File: src/hdl/cbs_pkg.sv
// Shared types, character codes and counter helpers for the chunk balance scanner.
// No dependencies; used by every module of the block.
package cbs_pkg;

  // Counter width of the open-bracket counts and width of the count outputs
  localparam int unsigned CountWidth = 16;
  localparam int unsigned OutWidth   = 16;

  typedef logic [CountWidth-1:0] count_t;

  localparam count_t CountMax = {CountWidth{1'b1}};

  // Character codes
  localparam logic [7:0] CharHash      = 8'h23;  // '#'
  localparam logic [7:0] CharStar      = 8'h2A;  // '*'
  localparam logic [7:0] CharSlash     = 8'h2F;  // '/'
  localparam logic [7:0] CharBackslash = 8'h5C;  // '\'
  localparam logic [7:0] CharSquote    = 8'h27;  // single quote
  localparam logic [7:0] CharDquote    = 8'h22;  // double quote
  localparam logic [7:0] CharLparen    = 8'h28;  // '('
  localparam logic [7:0] CharRparen    = 8'h29;  // ')'
  localparam logic [7:0] CharLbracket  = 8'h5B;  // '['
  localparam logic [7:0] CharRbracket  = 8'h5D;  // ']'
  localparam logic [7:0] CharLbrace    = 8'h7B;  // '{'
  localparam logic [7:0] CharRbrace    = 8'h7D;  // '}'

  typedef enum logic [1:0] {
    QUOTE_NONE   = 2'd0,
    QUOTE_SINGLE = 2'd1,
    QUOTE_DOUBLE = 2'd2
  } quote_e;

  // Scanner state carried from byte to byte
  typedef struct packed {
    count_t paren;
    count_t bracket;
    count_t brace;
    quote_e quote;
    logic   escape;
    logic   block_cmt;
    logic   line_cmt;
    logic   slash;
    logic   star;
  } scan_state_t;

  // One line-end report
  typedef struct packed {
    logic                complete;
    logic [OutWidth-1:0] parens;
    logic [OutWidth-1:0] brackets;
    logic [OutWidth-1:0] braces;
    logic [1:0]          quote;
    logic                comment;
  } result_t;

  // Saturating increment
  function automatic count_t count_inc(count_t c);
    return (c == CountMax) ? c : count_t'(c + 1'b1);
  endfunction

  // Decrement that stops at zero
  function automatic count_t count_dec(count_t c);
    return (c == '0) ? c : count_t'(c - 1'b1);
  endfunction

endpackage

File: src/hdl/cbs_scanner.sv
// Per-byte scan logic and scanner state register of the chunk balance scanner.
// Depends on cbs_pkg for state/result types, character codes and count helpers.
module cbs_scanner (
  input  logic            clk_i,
  input  logic            rst_ni,
  input  logic            take_i,
  input  logic [7:0]      text_byte_i,
  input  logic            line_last_i,
  input  logic            clear_first_i,
  output cbs_pkg::result_t res_o
);
  import cbs_pkg::*;

  scan_state_t state_q, state_d;
  scan_state_t cur;
  scan_state_t scn;
  logic        consumed;
  logic        done;
  logic [7:0]  closer;

  // Next-state function for one byte
  always_comb begin
    cur      = clear_first_i ? '0 : state_q;
    scn      = cur;
    consumed = 1'b0;
    closer   = (cur.quote == QUOTE_SINGLE) ? CharSquote : CharDquote;

    if (cur.line_cmt) begin
      // rest of line is ignored
    end else if (cur.block_cmt) begin
      if (cur.star && text_byte_i == CharSlash) begin
        scn.block_cmt = 1'b0;
        scn.star      = 1'b0;
      end else begin
        scn.star = (text_byte_i == CharStar);
      end
    end else if (cur.quote != QUOTE_NONE) begin
      if (cur.escape) begin
        scn.escape = 1'b0;
      end else if (text_byte_i == CharBackslash) begin
        scn.escape = 1'b1;
      end else if (text_byte_i == closer) begin
        scn.quote = QUOTE_NONE;
      end
    end else begin
      // a pending slash either opens a comment or is dropped
      if (cur.slash) begin
        scn.slash = 1'b0;
        if (text_byte_i == CharSlash) begin
          scn.line_cmt = 1'b1;
          consumed     = 1'b1;
        end else if (text_byte_i == CharStar) begin
          scn.block_cmt = 1'b1;
          scn.star      = 1'b0;
          consumed      = 1'b1;
        end
      end
      if (!consumed) begin
        case (text_byte_i)
          CharHash:     scn.line_cmt = 1'b1;
          CharSlash:    scn.slash    = 1'b1;
          CharSquote:   scn.quote    = QUOTE_SINGLE;
          CharDquote:   scn.quote    = QUOTE_DOUBLE;
          CharLparen:   scn.paren    = count_inc(cur.paren);
          CharRparen:   scn.paren    = count_dec(cur.paren);
          CharLbracket: scn.bracket  = count_inc(cur.bracket);
          CharRbracket: scn.bracket  = count_dec(cur.bracket);
          CharLbrace:   scn.brace    = count_inc(cur.brace);
          CharRbrace:   scn.brace    = count_dec(cur.brace);
          default:      ;
        endcase
      end
    end

    done = (scn.paren == '0) && (scn.bracket == '0) && (scn.brace == '0) &&
           (scn.quote == QUOTE_NONE) && !scn.block_cmt;

    // Line-end report, taken before the line-end clear
    res_o.complete = done;
    res_o.parens   = OutWidth'(scn.paren);
    res_o.brackets = OutWidth'(scn.bracket);
    res_o.braces   = OutWidth'(scn.brace);
    res_o.quote    = 2'(scn.quote);
    res_o.comment  = scn.block_cmt;

    // Line end drops per-line flags; a complete chunk starts over
    state_d = scn;
    if (line_last_i) begin
      state_d.slash    = 1'b0;
      state_d.star     = 1'b0;
      state_d.line_cmt = 1'b0;
      if (done) begin
        state_d = '0;
      end
    end
  end

  // State register, updated on each byte transfer
  always_ff @(posedge clk_i or negedge rst_ni) begin
    if (!rst_ni) begin
      state_q <= '0;
    end else if (take_i) begin
      state_q <= state_d;
    end
  end

endmodule

File: src/hdl/cbs_result_reg.sv
// Output register of the chunk balance scanner: holds one line-end report.
// Depends on cbs_pkg for the result type.
module cbs_result_reg (
  input  logic             clk_i,
  input  logic             rst_ni,
  input  logic             load_i,
  input  cbs_pkg::result_t res_i,
  output logic             slot_free_o,
  output logic             out_valid_o,
  input  logic             out_ready_i,
  output cbs_pkg::result_t res_o
);
  import cbs_pkg::*;

  logic    valid_q, valid_d;
  result_t res_q;

  // Slot is free when empty or being drained this cycle
  assign slot_free_o = !valid_q || out_ready_i;

  always_comb begin
    valid_d = valid_q;
    if (out_ready_i) begin
      valid_d = 1'b0;
    end
    if (load_i) begin
      valid_d = 1'b1;
    end
  end

  always_ff @(posedge clk_i or negedge rst_ni) begin
    if (!rst_ni) begin
      valid_q <= 1'b0;
    end else begin
      valid_q <= valid_d;
    end
  end

  // Payload needs no reset
  always_ff @(posedge clk_i) begin
    if (load_i) begin
      res_q <= res_i;
    end
  end

  assign out_valid_o = valid_q;
  assign res_o       = res_q;

endmodule

File: src/hdl/code_chunk_balance_scanner.sv
// Chunk balance scanner top level: input handshake, scanner and result register.
// Depends on cbs_pkg, cbs_scanner and cbs_result_reg.
//
// Usage: source text enters one byte per transfer on the in_ channel, with
// line_last_i marking a line's final byte and clear_first_i wiping all scan
// state before its byte. Brackets are counted outside quotes and comments.
// Each transfer whose line_last_i is set yields one report on the out_
// channel; other bytes yield nothing.
// Timing: the report is registered and valid in the cycle after the transfer of
// the line's last byte. Throughput: one byte per cycle while in_ready_o is high;
// the per-byte update is a single level of flag checks plus one saturating counter step.
// Reset: all counts, quote and comment state clear, and no report is held.
// Stall: a report waits in the output register; in_ready_o drops only while
// that report is held and out_ready_i is low, and the scan state holds.
// Once a report shows a complete chunk, the scanner has already started over.
module code_chunk_balance_scanner (
  input  logic        clk_i,
  input  logic        rst_ni,
  input  logic        in_valid_i,
  output logic        in_ready_o,
  input  logic [7:0]  text_byte_i,
  input  logic        line_last_i,
  input  logic        clear_first_i,
  output logic        out_valid_o,
  input  logic        out_ready_i,
  output logic        chunk_complete_o,
  output logic [15:0] open_parens_o,
  output logic [15:0] open_brackets_o,
  output logic [15:0] open_braces_o,
  output logic [1:0]  quote_open_o,
  output logic        comment_open_o
);
  import cbs_pkg::*;

  logic    take;
  logic    slot_free;
  result_t scan_res;
  result_t out_res;

  assign in_ready_o = slot_free;
  assign take       = in_valid_i && in_ready_o;

  // Per-byte scanner with its state
  cbs_scanner u_scanner (
    .clk_i         (clk_i),
    .rst_ni        (rst_ni),
    .take_i        (take),
    .text_byte_i   (text_byte_i),
    .line_last_i   (line_last_i),
    .clear_first_i (clear_first_i),
    .res_o         (scan_res)
  );

  // Report register
  cbs_result_reg u_result_reg (
    .clk_i       (clk_i),
    .rst_ni      (rst_ni),
    .load_i      (take && line_last_i),
    .res_i       (scan_res),
    .slot_free_o (slot_free),
    .out_valid_o (out_valid_o),
    .out_ready_i (out_ready_i),
    .res_o       (out_res)
  );

  assign chunk_complete_o = out_res.complete;
  assign open_parens_o    = out_res.parens;
  assign open_brackets_o  = out_res.brackets;
  assign open_braces_o    = out_res.braces;
  assign quote_open_o     = out_res.quote;
  assign comment_open_o   = out_res.comment;

`ifndef ASSERT_OFF
  // A line-end transfer always produces a report next cycle
  a_line_end_reports: assert property (@(posedge clk_i) disable iff (!rst_ni)
    (in_valid_i && in_ready_o && line_last_i) |=> out_valid_o)
    else $error("line-end transfer produced no report");

  // A complete chunk reports nothing open
  a_complete_clean: assert property (@(posedge clk_i) disable iff (!rst_ni)
    (out_valid_o && chunk_complete_o) |->
      (open_parens_o == '0 && open_brackets_o == '0 && open_braces_o == '0 &&
       quote_open_o == '0 && !comment_open_o))
    else $error("complete chunk reported with open state");

  // A stalled report blocks new input
  a_stall_blocks_input: assert property (@(posedge clk_i) disable iff (!rst_ni)
    (out_valid_o && !out_ready_i) |-> !in_ready_o)
    else $error("input taken while report stalled");
`endif

endmodule
File: config.mk
export PLATFORM = sky130hd
export DESIGN_NAME = code_chunk_balance_scanner
export DESIGN_NICKNAME = d
export VERILOG_FILES = /design/src/hdl/cbs_pkg.sv /design/src/hdl/cbs_scanner.sv /design/src/hdl/cbs_result_reg.sv /design/src/hdl/code_chunk_balance_scanner.sv
export SDC_FILE = /design/constraint.sdc
export NUM_CORES = 1
export LEC_CHECK = 0
export BUFFER_PORTS_ARGS = -buffer_cell sky130_fd_sc_hd__buf_2
export CORE_AREA = 4 4 119 234
export CTS_CLUSTER_DIAMETER = 30
export DETAILED_ROUTE_END_ITERATION = 16
export DIE_AREA = 0 0 123 238
export PLACE_DENSITY_LB_ADDON = 0.05
export SLEW_MARGIN = 25
export SYNTH_ARGS = -nofsm -noshare
export SYNTH_HDL_FRONTEND = slang
export SYNTH_SLANG_ARGS = --single-unit
File: constraint.sdc
create_clock -name clk_i -period 3.96 [get_ports clk_i]
set_input_delay 0.792 -clock clk_i [delete_from_list [all_inputs] [get_ports clk_i]]
set_output_delay 0.792 -clock clk_i [all_outputs]
set_load 0.02 [all_outputs]
### Word-level counts from Yosys, hierarchy flattened

Index checks and enable logic that the tools add are counted.
Widths: inputs -> output; s select.

* register bits after elaboration: 108
* bits in latches: 0
* bits in writable memories: 0
* ROM bits: 0
* input bits: 14
* output and inout bits: 54
* logic and storage cells: 105
* memories kept: 0

* $add $sub $neg: 6
* multipliers: 0
* divide/modulo/power cells: 0
* order comparisons: 0
* eq/ne operators: 17
* shift operators: 0
* multiplexer cells: 47
* bitwise logic cells: 0
* reduce and logical (&&, ||, !) cells: 19

Operator list (count)
* $mux 55: 4
* $logic_not 16->1: 6
* $mux 16: 6
* $pmux 16 s2: 3
* $eq 8x6->1 const B: 7
* $mux 51: 1
* $mux 50: 1
* $add 16x1->16 const B: 3
* $eq 16x16->1 const B: 3
* $mux 48: 1
* $sub 16x1->16 const B: 3
* $eq 8x7->1 const B: 5
* $mux 1: 21
* $mux 2: 6
* $eq 8x8->1: 1
* $mux 4: 2
* $logic_and 1x1->1: 7
* $pmux 2 s2: 1
* $reduce_bool 2->1: 2
* $mux 3: 1
* $eq 2x1->1 const B: 1
* $logic_not 1->1: 2
* $logic_not 2->1: 1
* $logic_or 1x1->1: 1

### Depth between registers and ports, before layout

* depth in word-level cells: 18
* depth in mapped cells: 19
* depth with buffers taken out: 13

### Hierarchy

From an unflattened synthesis, not the netlist that was laid out.

* cells, all modules: 1004
* area total of the unflattened synthesis: 8431.8 um^2

Modules (own cells, without submodules)
* cbs_scanner: instances 1, cells an instance 947, area an instance 6810.3 um^2, seq. area each 1376.3 um^2
* cbs_result_reg: instances 1, cells an instance 55, area an instance 1609.0 um^2, seq. area each 1586.5 um^2
* code_chunk_balance_scanner: instances 1, cells an instance 2, area an instance 12.5 um^2, seq. area each 0.0 um^2

### Worst setup path before layout

Ideal clock, no wire load.

* path kind: in2reg
* start point: input port clear_first_i
* end point: register u_scanner.state_q[4] (netlist bit)
* setup time: 0.132 ns
* arrival: 4.418 ns
* required time: 3.828 ns
* setup slack: -0.589 ns
* stages on the path: 19
* buffers on the path: 6
* cells stage by stage: buf_6 inv_1 buf_2 buf_1 buf_2 buf_1 nand2_1 inv_1 ha_1 nand2_1 or3_1 clkbuf_1 o41ai_1 o21ai_1 o21ai_0 a21oi_1 or4_1 nor4_2 a21oi_1

RTL lines
* from (decl): RTL line code_chunk_balance_scanner.sv:23 `input logic clear_first_i,`
* to (signal assigned): RTL line cbs_scanner.sv:103 `state_q <= state_d;`
* to (decl): RTL line cbs_scanner.sv:14 `scan_state_t state_q, state_d;`

==> impl_metrics.json <==
{
  "status": "finished, final reports clean",
  "netlist_area_pre_place_sq_um": 8950,
  "ys_warn_count": 0,
  "setup-violations-final": 0,
  "crit_family": "simple AND/OR/NAND/NOR gates",
  "maxSlewViolCount": 0,
  "share_of_the_cycle_needed_by_the_critical_path_after_routing": 0.964,
  "die_h_um": 238,
  "finalWorstPathRequiredPeriod_ns": 3.82,
  "post_drt_wl_per_cell_um": 27.0,
  "cts_tree": "built",
  "place.port_buffers": 67,
  "top_level_ports": 68,
  "synth.lib_cells_used.distinct": 95,
  "fraction_of_the_yosys_area_taken_by_sequential_cells": 0.331,
  "post_route_setup_tns_ns": 0,
  "timing.critical_path.buf_inv": 8,
  "finalHoldViolCount": 0,
  "synth_edf_count": 52,
  "post_route_cells_drive_above_1_share": 0.277,
  "worstPathRequired_ns": 4.22,
  "fp.dieArea_sq_um": 29300,
  "grt_usage": 0.314,
  "cellLeakagePower_nw": 4.87,
  "via_count": 10400,
  "cp_common_cell": "sky130_fd_sc_hd__buf_4",
  "floorplan.core_area_sq_um": 26200,
  "dpl.hpwl_um": 36200,
  "remaining_antenna_violation_count_after_routing": 0,
  "cts-root-buf": "sky130_fd_sc_hd__clkbuf_16",
  "nNetsFinal": 1373,
  "grt_antenna_before_repair": 0,
  "critPathMaxFanout": 5,
  "power.ir.vdd_worst_mv": 0.205,
  "worst_path_max_delay_cell": "sky130_fd_sc_hd__nor4_2",
  "drt_pre_antenna_iters": 5,
  "drtIter0Drc": 890,
  "crit_path_cell_trace": "buf_4 > inv_2 > nand2_1 > buf_4 > inv_1 > ha_1 > buf_4 > nand3b_1 > nor4_2 > buf_4 > nand4_1 > o311ai_0 > a311oi_1 > buf_4 > nor4_1 > buf_4 > nand2_1 > nor4_2 > a21oi_1",
  "grt_pass1_vias": 10500,
  "post-route-worst-setup-slack_ns": 0.141,
  "totalWireLength_um": 45900,
  "grt_first_pass_wirelength_um": 66900,
  "setup.worst_path.start_class": "primary input",
  "diodes": 0,
  "post_synth_top_flop": "sky130_fd_sc_hd__dfrtp_1",
  "end_kind": "flip-flop",
  "critPathKind": "in -> reg",
  "skew_ns": 0.0110,
  "cellPowerDensity_nw_per_um2": 270,
  "avgSynthCellArea_sq_um": 7.92,
  "crit_arrival_ns": 4.08,
  "tightestPinTransition_ns": 0.898,
  "cts_setup_buffers": 0,
  "syn_inst": 1130,
  "hp-class": "in -> async",
  "floorplan.rows": 84,
  "postSynthRegisterBits": 108,
  "async_reset_ff_frac": 0.519,
  "globalRouteOverflowTotal": 0,
  "cts_max_path_buffers": 2,
  "highest_clock_frequency_the_design_can_meet_ghz": 0.262,
  "htreeDepth": 3,
  "preCtsSetupSlack_ns": -0.350,
  "clock_insertion_delay_worst_skew_ns": 0.39,
  "max_cap_violations": 0,
  "clk_pin_slew_worst_paths_ns": 0.08,
  "postSynthNetCount": 1153,
  "timing.critical_path.slowest_cell_delay_ns": 0.50,
  "cts_made_buffers": 9,
  "cts_resized": 0,
  "detail_route.vias_per_cell": 6.13,
  "grt_start_max_net_pins": 45,
  "cts.sinks": 108,
  "rsz_0062_raised_after_global_routing": "no",
  "die-width_um": 123,
  "syn2layout_area_growth_pct": 28.7,
  "start_util": 0.342,
  "postCtsHoldBufs": 0,
  "worst_slew_margin_relative_to_its_limit": 0.394,
  "gp_congestion": 1.05,
  "leading_cell_types_in_the_layout_fill_and_taps_excluded": "sky130_fd_sc_hd__buf_4, sky130_fd_sc_hd__nand2_1, sky130_fd_sc_hd__nor2_1, sky130_fd_sc_hd__buf_2, sky130_fd_sc_hd__dfrtp_1",
  "drcViolationCount": 0,
  "layout_commonest_cell": "sky130_fd_sc_hd__buf_4"
}
## logic make-up after synthesis
group           share of synthesized area
buf+inv                            0.0540
xor+xnor                           0.0117
flops                               0.331
mux                                0.0119
fa+ha+maj                          0.0126
simple gates                        0.351
compound gates                      0.228
## metal layers
| layer | up-vias | GRT usage | part of all wire |
|---|---|---|---|
| met5 | - | 0 | 0 |
| met4 | 0 | 0.255 | 0.10 |
| met3 | 209 | 0.0434 | 0.047 |
| met2 | 470 | 0.580 | 0.53 |
| met1 | 5039 | 0.300 | 0.32 |
| li1 | 4705 | - | - |
## worst register-to-register path, cell delays in order (launching register included)
cell	delay, ns
sky130_fd_sc_hd__dfrtp_1	0.56
sky130_fd_sc_hd__buf_4	0.24
sky130_fd_sc_hd__nand2b_1	0.20
sky130_fd_sc_hd__or4_1	0.69
sky130_fd_sc_hd__o211ai_2	0.21
sky130_fd_sc_hd__xor2_1	0.16
sky130_fd_sc_hd__o311ai_0	0.28
sky130_fd_sc_hd__nor4_1	0.48
sky130_fd_sc_hd__nand4b_1	0.21
sky130_fd_sc_hd__nor4_2	0.32
sky130_fd_sc_hd__and3_1	0.21
## metrics by stage
step	hold WS, ns	area, sq um	cells	utilization	total power [mW]
finish	0.487	11500	1699	0.440	3.11
global route	0.513	11500	1699	0.440	3.23
CTS	0.490	11500	1699	0.439	3.13
detailed placement	0.501	11200	1683	0.428	2.13
global placement	0.497	11200	1683	0.427	2.14
floorplan	0.479	9040	1130	-	1.73
## cell usage after synthesis (7+ instances only)
cell / instances / area share
sky130_fd_sc_hd__edfxtp_1: 52 / 0.17
sky130_fd_sc_hd__nand4_1: 23 / 0.016
sky130_fd_sc_hd__inv_1: 29 / 0.012
sky130_fd_sc_hd__and3_1: 13 / 0.0091
sky130_fd_sc_hd__xnor2_1: 9 / 0.0088
sky130_fd_sc_hd__ha_1: 9 / 0.013
sky130_fd_sc_hd__nor3_1: 38 / 0.021
sky130_fd_sc_hd__o211ai_1: 20 / 0.017
sky130_fd_sc_hd__and4b_1: 10 / 0.011
sky130_fd_sc_hd__and2_1: 9 / 0.0063
sky130_fd_sc_hd__buf_1: 8 / 0.0034
sky130_fd_sc_hd__or4_1: 13 / 0.011
sky130_fd_sc_hd__a2111oi_0: 7 / 0.0069
sky130_fd_sc_hd__a41oi_1: 8 / 0.0078
sky130_fd_sc_hd__nor4_1: 31 / 0.022
sky130_fd_sc_hd__nor2b_1: 25 / 0.017
sky130_fd_sc_hd__nand3_1: 34 / 0.019
sky130_fd_sc_hd__or3_1: 13 / 0.0091
sky130_fd_sc_hd__o22ai_1: 8 / 0.0056
sky130_fd_sc_hd__buf_2: 17 / 0.0095
sky130_fd_sc_hd__a31oi_1: 17 / 0.012
sky130_fd_sc_hd__nor3b_1: 7 / 0.0059
sky130_fd_sc_hd__nor2_1: 87 / 0.036
sky130_fd_sc_hd__and4_1: 8 / 0.0078
sky130_fd_sc_hd__dfrtp_1: 56 / 0.16
sky130_fd_sc_hd__nand2_1: 212 / 0.089
sky130_fd_sc_hd__a21oi_1: 45 / 0.025
sky130_fd_sc_hd__o21ai_0: 58 / 0.032
sky130_fd_sc_hd__o31ai_1: 13 / 0.011
sky130_fd_sc_hd__nand2b_1: 11 / 0.0077
sky130_fd_sc_hd__clkbuf_1: 55 / 0.023
sky130_fd_sc_hd__nand3b_1: 9 / 0.0076
sky130_fd_sc_hd__a211oi_1: 9 / 0.0076
sky130_fd_sc_hd__nand4b_1: 8 / 0.0078
## where the power goes
part           total [mW]  switching (mW)  internal [mW]  leakage [nW]
clock network       0.985           0.483          0.502         0.146
registers            1.27          0.0489           1.22          1.27
logic               0.858           0.540          0.318          3.45
total                3.11            1.07           2.04          4.87
## registers in the layout, indices dropped and copies added (netlist names)
register,count
u_scanner.state_q,55
u_result_reg.out_valid_o,1
u_result_reg.res_o,52
## cell type report
| type | instances | area (sq um) |
|---|---|---|
| repair buffers | 294 | 2100 |
| multi-input cells | 908 | 5600 |
| fillers | 2702 | 14700 |
| clock inverters | 7 | 85.1 |
| flip-flops and latches | 108 | 2960 |
| well taps | 344 | 430 |
| clock buffers | 9 | 225 |
| inverters | 29 | 109 |
## path summary, 6_finish.rpt
kind	to	start	slack, ns	cells after the start
setup reg to reg	u_result_reg.res_o[51]$_DFFE_PP_	u_scanner.state_q[50]$_DFFE_PN0P_	0.29	10
hold reg to reg	u_scanner.state_q[0]$_DFFE_PN0P_	u_scanner.state_q[0]$_DFFE_PN0P_	0.53	1
setup / recovery	u_scanner.state_q[4]$_DFFE_PN0P_	clear_first_i	0.14	19
min in group clk_i	u_scanner.state_q[0]$_DFFE_PN0P_	u_scanner.state_q[0]$_DFFE_PN0P_	0.53	1
max in group asynchronous	u_scanner.state_q[5]$_DFFE_PN0P_	rst_ni	2.79	2
hold / removal	u_scanner.state_q[16]$_DFFE_PN0P_	rst_ni	0.49	1
Power figures use the tool's default switching activity.
